<file path="src/hdl/rotary_encoder_button_events_core_assert.svh">
// Assertion macros shared by the encoder/button event block.
// Expects signals named clk and rst in the scope where a macro is used.
`ifndef ROTARY_ENCODER_BUTTON_EVENTS_CORE_ASSERT_SVH
`define ROTARY_ENCODER_BUTTON_EVENTS_CORE_ASSERT_SVH

// Checked only outside reset.
`define REB_ASSERT(lbl, prop, msg) \
  lbl: assert property (@(posedge clk) disable iff (rst) prop) \
    else $error(msg);

// Checked on every edge, reset included.
`define REB_ASSERT_RST(lbl, prop, msg) \
  lbl: assert property (@(posedge clk) prop) \
    else $error(msg);

`endif

</file>
<file path="src/hdl/reb_pkg.sv">
// Package for the rotary encoder / button event block.
// Types, codes, reset values and helpers; no dependencies.
`timescale 1ns / 1ps

package reb_pkg;

  localparam int TURN_COUNT_BITS = 16;
  localparam int HOLD_TIMER_BITS = 16;

  localparam int CFG_W     = 16;
  localparam int CFG_IDX_W = 2;

  // opcodes
  localparam logic [1:0] OP_SAMPLE = 2'd0;
  localparam logic [1:0] OP_POLL   = 2'd1;
  localparam logic [1:0] OP_TICK   = 2'd2;
  localparam logic [1:0] OP_TAKE   = 2'd3;

  // register indexes
  localparam logic [CFG_IDX_W-1:0] CFG_CLICK_MIN = 2'd0;
  localparam logic [CFG_IDX_W-1:0] CFG_LONG      = 2'd1;
  localparam logic [CFG_IDX_W-1:0] CFG_PANIC     = 2'd2;
  localparam logic [CFG_IDX_W-1:0] CFG_VERY_LONG = 2'd3;

  localparam logic [CFG_W-1:0] CLICK_MIN_RST = 16'd50;
  localparam logic [CFG_W-1:0] LONG_RST      = 16'd1000;
  localparam logic [CFG_W-1:0] PANIC_RST     = 16'd3000;
  localparam logic [CFG_W-1:0] VERY_LONG_RST = 16'd5000;

  // event codes
  localparam logic [2:0] EV_NONE      = 3'd0;
  localparam logic [2:0] EV_CW        = 3'd1;
  localparam logic [2:0] EV_CCW       = 3'd2;
  localparam logic [2:0] EV_CLICK     = 3'd3;
  localparam logic [2:0] EV_LONG      = 3'd4;
  localparam logic [2:0] EV_PANIC     = 3'd5;
  localparam logic [2:0] EV_VERY_LONG = 3'd6;

  localparam logic [1:0] PHASE_DETENT = 2'b11;

  typedef logic signed [TURN_COUNT_BITS-1:0] turns_t;
  typedef logic [HOLD_TIMER_BITS-1:0]        timer_t;

  localparam turns_t TURN_MAX = turns_t'({1'b0, {(TURN_COUNT_BITS-1){1'b1}}});
  localparam turns_t TURN_MIN = turns_t'({1'b1, {(TURN_COUNT_BITS-1){1'b0}}});
  localparam turns_t TURN_ONE = turns_t'(1);
  localparam timer_t TIMER_MAX = '1;
  localparam timer_t TIMER_ONE = timer_t'(1);

  typedef struct packed {
    logic       fire;
    logic [1:0] opcode;
    logic       enc_a;
    logic       enc_b;
    logic       button_level;
  } cmd_t;

  typedef struct packed {
    logic [CFG_W-1:0] click_min_ms;
    logic [CFG_W-1:0] long_ms;
    logic [CFG_W-1:0] panic_ms;
    logic [CFG_W-1:0] very_long_ms;
  } cfg_t;

  typedef struct packed {
    logic pos;
    logic neg;
  } turn_stat_t;

  // Quadrature step for {previous phase, current phase}.
  function automatic logic signed [1:0] gray_step(input logic [3:0] idx);
    logic signed [1:0] s;
    unique case (idx) inside
      4'd2, 4'd4, 4'd11, 4'd13: s = 2'sd1;
      4'd1, 4'd7, 4'd8, 4'd14:  s = -2'sd1;
      default:                  s = 2'sd0;
    endcase
    return s;
  endfunction

  function automatic logic [15:0] sat16(input timer_t t);
    logic [31:0] ext;
    ext = 32'(t);
    return (|ext[31:16]) ? 16'hFFFF : ext[15:0];
  endfunction

  function automatic logic timer_ge(input timer_t t, input logic [CFG_W-1:0] th);
    return 32'(t) >= 32'(th);
  endfunction

endpackage

</file>
<file path="src/hdl/reb_turns.sv">
// Quadrature decode: phase tracking, step accumulator, pending turn count.
// Depends on reb_pkg.
`timescale 1ns / 1ps

module reb_turns (
  input  logic               clk,
  input  logic               rst,
  input  reb_pkg::cmd_t      cmd,
  input  logic               consume,
  output reb_pkg::turn_stat_t stat
);
  import reb_pkg::*;

  logic [1:0]        prev_phase, prev_phase_next;
  logic signed [7:0] step_sum, step_sum_next;
  turns_t            pending_turns, pending_turns_next;

  logic [1:0]        cur;
  logic signed [1:0] step;
  logic signed [7:0] sum_sat;

  always_comb begin
    cur  = {cmd.enc_a, cmd.enc_b};
    step = gray_step({prev_phase, cur});
    if (step > 0 && step_sum == 8'sd127) begin
      sum_sat = step_sum;
    end else if (step < 0 && step_sum == -8'sd128) begin
      sum_sat = step_sum;
    end else begin
      sum_sat = step_sum + $signed({{6{step[1]}}, step});
    end

    prev_phase_next    = prev_phase;
    step_sum_next      = step_sum;
    pending_turns_next = pending_turns;

    if (cmd.fire && cmd.opcode == OP_SAMPLE) begin
      prev_phase_next = cur;
      step_sum_next   = sum_sat;
      // arriving at detent closes one turn
      if (cur == PHASE_DETENT && prev_phase != PHASE_DETENT) begin
        if (sum_sat > 0 && pending_turns < TURN_MAX) begin
          pending_turns_next = pending_turns + TURN_ONE;
        end else if (sum_sat < 0 && pending_turns > TURN_MIN) begin
          pending_turns_next = pending_turns - TURN_ONE;
        end
        step_sum_next = '0;
      end
    end else if (consume) begin
      if (pending_turns > 0) begin
        pending_turns_next = pending_turns - TURN_ONE;
      end else if (pending_turns < 0) begin
        pending_turns_next = pending_turns + TURN_ONE;
      end
    end
  end

  always_ff @(posedge clk) begin
    if (rst) begin
      prev_phase    <= PHASE_DETENT;
      step_sum      <= '0;
      pending_turns <= '0;
    end else begin
      prev_phase    <= prev_phase_next;
      step_sum      <= step_sum_next;
      pending_turns <= pending_turns_next;
    end
  end

  assign stat.pos = pending_turns > 0;
  assign stat.neg = pending_turns < 0;

endmodule

</file>
<file path="src/hdl/reb_button.sv">
// Button hold timer, press classifier and one-deep event slot.
// Depends on reb_pkg.
`timescale 1ns / 1ps

module reb_button (
  input  logic                clk,
  input  logic                rst,
  input  reb_pkg::cmd_t       cmd,
  input  reb_pkg::cfg_t       cfg,
  input  reb_pkg::turn_stat_t stat,
  output logic                consume,
  output logic [2:0]          event_res,
  output logic                pressed,
  output logic [15:0]         press_ms
);
  import reb_pkg::*;

  logic [2:0] queued_event, queued_event_next;
  logic       button_held, button_held_next;
  timer_t     hold_timer, hold_timer_next;
  logic       long_done, long_done_next;
  logic       panic_done, panic_done_next;
  logic       very_long_done, very_long_done_next;
  logic       down;

  always_comb begin
    queued_event_next   = queued_event;
    button_held_next    = button_held;
    hold_timer_next     = hold_timer;
    long_done_next      = long_done;
    panic_done_next     = panic_done;
    very_long_done_next = very_long_done;
    consume             = 1'b0;
    event_res           = EV_NONE;
    down                = !cmd.button_level;

    if (cmd.fire) begin
      case (cmd.opcode)
        OP_POLL: begin
          if (queued_event == EV_NONE && (stat.pos || stat.neg)) begin
            // a pending turn wins the poll
            consume           = 1'b1;
            queued_event_next = stat.pos ? EV_CW : EV_CCW;
          end else if (!button_held && down) begin
            button_held_next    = 1'b1;
            hold_timer_next     = '0;
            long_done_next      = 1'b0;
            panic_done_next     = 1'b0;
            very_long_done_next = 1'b0;
          end else if (button_held && down) begin
            if (!very_long_done && timer_ge(hold_timer, cfg.very_long_ms)) begin
              queued_event_next   = EV_VERY_LONG;
              very_long_done_next = 1'b1;
            end else if (!panic_done && timer_ge(hold_timer, cfg.panic_ms)) begin
              queued_event_next = EV_PANIC;
              panic_done_next   = 1'b1;
            end else if (!long_done && timer_ge(hold_timer, cfg.long_ms)) begin
              queued_event_next = EV_LONG;
              long_done_next    = 1'b1;
            end
          end else if (button_held && !down) begin
            button_held_next = 1'b0;
            if (!long_done && !panic_done && !very_long_done &&
                timer_ge(hold_timer, cfg.click_min_ms)) begin
              queued_event_next = EV_CLICK;
            end
          end
        end
        OP_TICK: begin
          if (button_held && hold_timer != TIMER_MAX) begin
            hold_timer_next = hold_timer + TIMER_ONE;
          end
        end
        OP_TAKE: begin
          event_res         = queued_event;
          queued_event_next = EV_NONE;
        end
        default: ;
      endcase
    end

    pressed  = button_held_next;
    press_ms = button_held_next ? sat16(hold_timer_next) : '0;
  end

  always_ff @(posedge clk) begin
    if (rst) begin
      queued_event   <= EV_NONE;
      button_held    <= 1'b0;
      hold_timer     <= '0;
      long_done      <= 1'b0;
      panic_done     <= 1'b0;
      very_long_done <= 1'b0;
    end else begin
      queued_event   <= queued_event_next;
      button_held    <= button_held_next;
      hold_timer     <= hold_timer_next;
      long_done      <= long_done_next;
      panic_done     <= panic_done_next;
      very_long_done <= very_long_done_next;
    end
  end

endmodule

</file>
<file path="src/hdl/rotary_encoder_button_events_core.sv">
// Top level of the rotary encoder / button event block.
// Depends on reb_pkg, reb_turns, reb_button and the assertion macro header.
//
// Usage:
//  - Input channel (in_valid/in_ready) carries one command per transaction:
//    opcode 0 encoder sample (enc_a, enc_b), 1 poll (button_level, active low),
//    2 millisecond tick, 3 take the queued event.
//  - Output channel (out_valid/out_ready) returns exactly one result per
//    command: event_res (nonzero only for a take), pressed and press_ms as
//    they stand after the command.
//  - Path: an accepted command sits in the input register, is processed and
//    lands in the output register as soon as the output is free; its result
//    is valid from then on.
//  - Throughput: one command per cycle while out_ready stays high; the
//    next-state logic between the input and output registers is combinational.
//  - Stall: when out_ready is low with a result waiting, the input register
//    holds its command and in_ready drops once it is full; nothing is lost.
//  - Configuration: cfg_we/cfg_index/cfg_data write a threshold register;
//    write only while no command is in flight.
//  - Reset (rst, synchronous): thresholds return to 50/1000/3000/5000 ms,
//    encoder sits at detent, no pending turns, event slot empty, released.
`timescale 1ns / 1ps

`include "rotary_encoder_button_events_core_assert.svh"

module rotary_encoder_button_events_core (
  input  logic                          clk,
  input  logic                          rst,
  input  logic                          in_valid,
  output logic                          in_ready,
  input  logic [1:0]                    opcode,
  input  logic                          enc_a,
  input  logic                          enc_b,
  input  logic                          button_level,
  output logic                          out_valid,
  input  logic                          out_ready,
  output logic [2:0]                    event_res,
  output logic                          pressed,
  output logic [15:0]                   press_ms,
  input  logic                          cfg_we,
  input  logic [reb_pkg::CFG_IDX_W-1:0] cfg_index,
  input  logic [reb_pkg::CFG_W-1:0]     cfg_data
);
  import reb_pkg::*;

  logic       s1_valid;
  logic [1:0] s1_opcode;
  logic       s1_enc_a, s1_enc_b, s1_button_level;
  logic       s1_adv;
  cmd_t       cmd;
  cfg_t       cfg;
  turn_stat_t stat;
  logic       consume;
  logic [2:0] event_next;
  logic       pressed_next;
  logic [15:0] press_ms_next;

  assign s1_adv   = s1_valid && (!out_valid || out_ready);
  assign in_ready = !s1_valid || s1_adv;

  assign cmd.fire         = s1_adv;
  assign cmd.opcode       = s1_opcode;
  assign cmd.enc_a        = s1_enc_a;
  assign cmd.enc_b        = s1_enc_b;
  assign cmd.button_level = s1_button_level;

  // input register
  always_ff @(posedge clk) begin
    if (rst) begin
      s1_valid <= 1'b0;
    end else if (in_ready) begin
      s1_valid <= in_valid;
    end
  end

  always_ff @(posedge clk) begin
    if (in_valid && in_ready) begin
      s1_opcode       <= opcode;
      s1_enc_a        <= enc_a;
      s1_enc_b        <= enc_b;
      s1_button_level <= button_level;
    end
  end

  // threshold registers
  always_ff @(posedge clk) begin
    if (rst) begin
      cfg.click_min_ms <= CLICK_MIN_RST;
      cfg.long_ms      <= LONG_RST;
      cfg.panic_ms     <= PANIC_RST;
      cfg.very_long_ms <= VERY_LONG_RST;
    end else if (cfg_we) begin
      unique case (cfg_index)
        CFG_CLICK_MIN: cfg.click_min_ms <= cfg_data;
        CFG_LONG:      cfg.long_ms      <= cfg_data;
        CFG_PANIC:     cfg.panic_ms     <= cfg_data;
        CFG_VERY_LONG: cfg.very_long_ms <= cfg_data;
        default: ;
      endcase
    end
  end

  reb_turns u_turns (
    .clk     (clk),
    .rst     (rst),
    .cmd     (cmd),
    .consume (consume),
    .stat    (stat)
  );

  reb_button u_button (
    .clk       (clk),
    .rst       (rst),
    .cmd       (cmd),
    .cfg       (cfg),
    .stat      (stat),
    .consume   (consume),
    .event_res (event_next),
    .pressed   (pressed_next),
    .press_ms  (press_ms_next)
  );

  // output register
  always_ff @(posedge clk) begin
    if (rst) begin
      out_valid <= 1'b0;
    end else if (s1_adv) begin
      out_valid <= 1'b1;
    end else if (out_ready) begin
      out_valid <= 1'b0;
    end
  end

  always_ff @(posedge clk) begin
    if (s1_adv) begin
      event_res <= event_next;
      pressed   <= pressed_next;
      press_ms  <= press_ms_next;
    end
  end

  `REB_ASSERT(a_adv_fills_out, s1_adv |=> out_valid, "processed command did not reach output")
  `REB_ASSERT(a_stall_blocks_in, (s1_valid && out_valid && !out_ready) |-> !in_ready, "input taken while stalled and full")
  `REB_ASSERT(a_released_zero, (out_valid && !pressed) |-> (press_ms == '0), "press_ms nonzero while released")
  `REB_ASSERT(a_event_range, out_valid |-> (event_res <= EV_VERY_LONG), "event code out of range")
  `REB_ASSERT_RST(a_reset_empty, rst |=> (!out_valid && !s1_valid), "pipeline not empty after reset")

endmodule

</file>
<file path="config.mk">
export PLATFORM = sky130hd
export DESIGN_NAME = rotary_encoder_button_events_core
export DESIGN_NICKNAME = d
export VERILOG_FILES = /design/src/hdl/reb_pkg.sv /design/src/hdl/reb_turns.sv /design/src/hdl/reb_button.sv /design/src/hdl/rotary_encoder_button_events_core.sv
export VERILOG_INCLUDE_DIRS = /design/src /design/src/hdl
export SDC_FILE = /design/constraint.sdc
export NUM_CORES = 1
export LEC_CHECK = 0
export BUFFER_PORTS_ARGS = -buffer_cell sky130_fd_sc_hd__buf_2
export CORE_MARGIN = 2
export CORE_UTILIZATION = 45
export CTS_BUF_LIST = sky130_fd_sc_hd__clkbuf_16
export DETAILED_ROUTE_END_ITERATION = 8
export PLACE_DENSITY = 0.72
export SETUP_SLACK_MARGIN = 0.3
export SLEW_MARGIN = 10
export SYNTH_ARGS = -nofsm -noshare
export SYNTH_HDL_FRONTEND = slang
export SYNTH_SLANG_ARGS = --single-unit
export TNS_END_PERCENT = 1
</file>
<file path="constraint.sdc">
create_clock -name clk -period 4.2 [get_ports clk]
set_clock_uncertainty 0.05 [all_clocks]
set_input_delay 0.21 -clock clk [delete_from_list [all_inputs] [get_ports clk]]
set_output_delay 0.21 -clock clk [all_outputs]
set_load 0.05 [all_outputs]
</file>
==> impl_metrics.csv <==
group,metric,value,unit
finish,final_common_cell,"nand2_1",
finish,diodes,0,
power_and_ir_drop,pwr_density_cell,468,nW/um2
synth,ys_ff_latch,140,
run,maxCapViolCount,0,
worst_setup_path,start_kind,"register",
clock_network,clock_sinks,140,
sta,min_period,3890,ps
worst_setup_path,path_class,"register to register",
floorplan,core_region_area,17900,um2
global_route,grt_pass1_vias,6675,
synth,synth.area.top_cells,"dfxtp_1 28%, ha_1 12%, edfxtp_1 9.2%",
worst_hold_path,worstHoldPathType,"primary input to register",
power_and_ir_drop,combPwrFrac,0.312,
clock_network,path_clk_slew,70,ps
sta,finalHoldViolCount,0,
synth,syn_nets,1097,
finish,drive_above_1_share,0.127,
synth,synth_top_area_share,0.282,
global_route,antenna_found_initial,0,
worst_setup_path,arrival,4140,ps
power_and_ir_drop,ir_drop,0.000344,V
finish,final_cell_mix,"139 x nand2_1, 115 x dfxtp_1, 91 x nor2_1",
worst_setup_path,crit_fanout,5,
clock_network,cts_buffers,17,
synth,synth_area_per_cell,8.26,um2
route,drt-initial-drc-count,519,
placed_design,place.gp.congestion,0.868,
placed_design,place_hpwl,13400,um
synth,seq_area_frac_synth,0.373,
worst_setup_path,crit_path_end_kind,"register",
worst_setup_path,cp.required,4450,ps
route,drcViolationCount,0,
power_and_ir_drop,power,4430,uW
global_route,grt_overflow,0,
route,vias_per_cell,5.53,
route,wl_per_cell,15.3,um
sta,post-route-period-util,0.925,
placed_design,portBuffers,49,
sta,relSlewSlack,0.292,
clock_network,cts_tree,"built",
sta,drv_slew,0,
floorplan,fp.dieArea,19300,um2
power_and_ir_drop,p_switching,1490,uW
synth,async_flop_share,0,
floorplan,io_pins,50,
synth,synth_area_leader_cell,"dfxtp_1",
run_status,status,"complete, no violations",
floorplan,std_cell_rows,49,
route,final_antenna_net_count,0,
sta,rsz0062_at_grt,"true",
synth,synth_edf_count,25,
global_route,grt_pass1_wl,32500,um
clock_network,cts_root_buf,"clkbuf_16",
route,vias,7126,
sta,setup_violations,0,
power_and_ir_drop,p_int,2940,uW
power_and_ir_drop,seqPwrFrac,0.344,
sta,tns,0,ps
finish,synthToLayoutAreaGrowth,15.7,%
route,firstDrtPassIters,5,
synth,synth_cell_types,73,
floorplan,die-height,139,um
synth,synthCells,990,
clock_network,clk_latency,420,ps
synth,yosys_warnings,0,
floorplan,initial_core_util,0.457,
sta,tightest_slew,1050,ps
power_and_ir_drop,swShare,0.336,
global_route,grt_max_degree,73,
power_and_ir_drop,p_leak,0.00403,uW
finish,final_nets,1154,
route,drt-total-wl,19800,um
synth,synthesis.area,8180,um2
floorplan,die_w,139,um
synth,dominantRegCellSynth,"dfxtp_1",
global_route,grt_util_all_layers,0.203,
power_and_ir_drop,power.clock.fraction,0.344,
clock_network,cts_buffer_depth,2,
clock_network,cts_htree_levels,4,
sta,fmax,257,MHz
[path summary, 6_finish.rpt]
path	startpoint	end	slack [ps]	cells past startpoint
max	s1_enc_a	u_turns.pending_turns[13]	310	15
min	cfg_data[13]	cfg[45]	20	3
max reg2reg	s1_enc_a	u_turns.pending_turns[13]	310	15
min reg2reg	cfg[46]	cfg[46]	400	2
[routing by layer]
| metal | global-route usage | vias up | wire length (um) | part of all wire |
|---|---|---|---|---|
| met1 | 0.296 | 3308 | 9880 | 0.50 |
| met4 | 0.0542 | 0 | 268 | 0.014 |
| met2 | 0.313 | 199 | 8600 | 0.43 |
| met3 | 0.0352 | 23 | 1030 | 0.052 |
| met5 | 0 | - | 0 | 0 |
| li1 | - | 3596 | - | - |
[power by group through the flow]
stage               clock network [uW]  logic [uW]  registers [uW]
floorplan                            0        1010            1550
global placement                     0        1280            1550
detailed placement                   0        1320            1550
CTS                               1550        1340            1520
global route                      1610        1530            1530
finish                            1520        1380            1520
[registers in the layout, indices dropped and copies added (netlist names)]
register and count:
u_turns.prev_phase 2, u_button.button_held 1, s1_valid 1, s1_enc_a 1
cfg 64, u_button.queued_event 3, u_button.panic_done 1, u_turns.step_sum 8
press_ms 16, out_valid 1, u_turns.pending_turns 16, u_button.hold_timer 16
s1_enc_b 1, u_button.very_long_done 1, u_button.long_done 1, s1_opcode 2
event_res 3, s1_button_level 1, pressed 1
[cells by family (layout without fill, tap and decap cells)]
| family | Yosys count | in the layout | synth area share |
|---|---|---|---|
| flip-flops | 140 | 140 | 0.373 |
| adder cells (fa/ha/maj) | 79 | 79 | 0.122 |
| multiplexers | 7 | 7 | 0.00918 |
| AND/OR/NAND/NOR | 397 | 397 | 0.237 |
| XOR/XNOR | 15 | 15 | 0.0161 |
| AO/OA/AOI/OAI | 235 | 235 | 0.185 |
| buffers and inverters | 117 | 187 | 0.0574 |
[synth_stat cells, drive strengths merged (6+ instances only)]
library cell / number
a21o: 24
nor3: 27
ha: 78
nand4: 14
a31oi: 10
a21oi: 89
buf: 8
dfxtp: 115
nand3: 33
xnor2: 9
o31ai: 6
nand2b: 7
edfxtp: 25
or4: 8
a211oi: 6
nand2: 140
and3: 7
or3: 6
inv: 75
nand3b: 14
o211ai: 6
a211o: 14
xor2: 6
clkbuf: 34
nor2: 91
nor2b: 16
o21ai: 40
and2: 14
[final cells by class]
type / count / area [um2]
Tap cell: 229 / 287
Multi-Input combinational cell: 733 / 4720
Clock buffer: 20 / 500
Timing Repair Buffer: 80 / 510
Inverter: 75 / 284
Fill cell: 1666 / 8440
Sequential cell: 140 / 3050
Clock inverter: 12 / 104
[worst max-delay path, stage by stage (launching register included)]
cell	delay (ps)
edfxtp_1	430
xor2_2	180
or2_4	280
inv_4	80
buf_4	110
ha_1	230
a21o_1	210
nand4_1	120
a21oi_1	100
or4_4	540
a21o_4	240
a31oi_4	160
o21ai_2	90
or4_1	420
a21boi_1	170
mux2_1	330
[through the flow]
| step | std cells | hold slack (ps) | util | setup slack, ps | area [um2] |
|---|---|---|---|---|---|
| 3_5_place_dp | 1238 | 338 | 0.481 | 151 | 8620 |
| 3_3_place_gp | 1238 | 342 | 0.481 | 236 | 8620 |
| 5_1_grt | 1289 | 16.1 | 0.528 | 168 | 9460 |
| 2_1_floorplan | 990 | 259 | - | 321 | 8180 |
| 6_report | 1289 | 19.9 | 0.528 | 313 | 9460 |
| 4_1_cts | 1289 | 6.77 | 0.525 | 300 | 9400 |
[timing repair]
| action | 4_1_cts | 5_1_grt |
|---|---|---|
| buffers inserted | 7 | 0 |
| endpoints found under the hold margin | 16 | 0 |
| gates resized for setup | 2 | 11 |
| setup endpoints to repair | 9 | 12 |
| pin swaps | 4 | 6 |
| hold buffers | 12 | 0 |
Power figures use the tool's default switching activity.
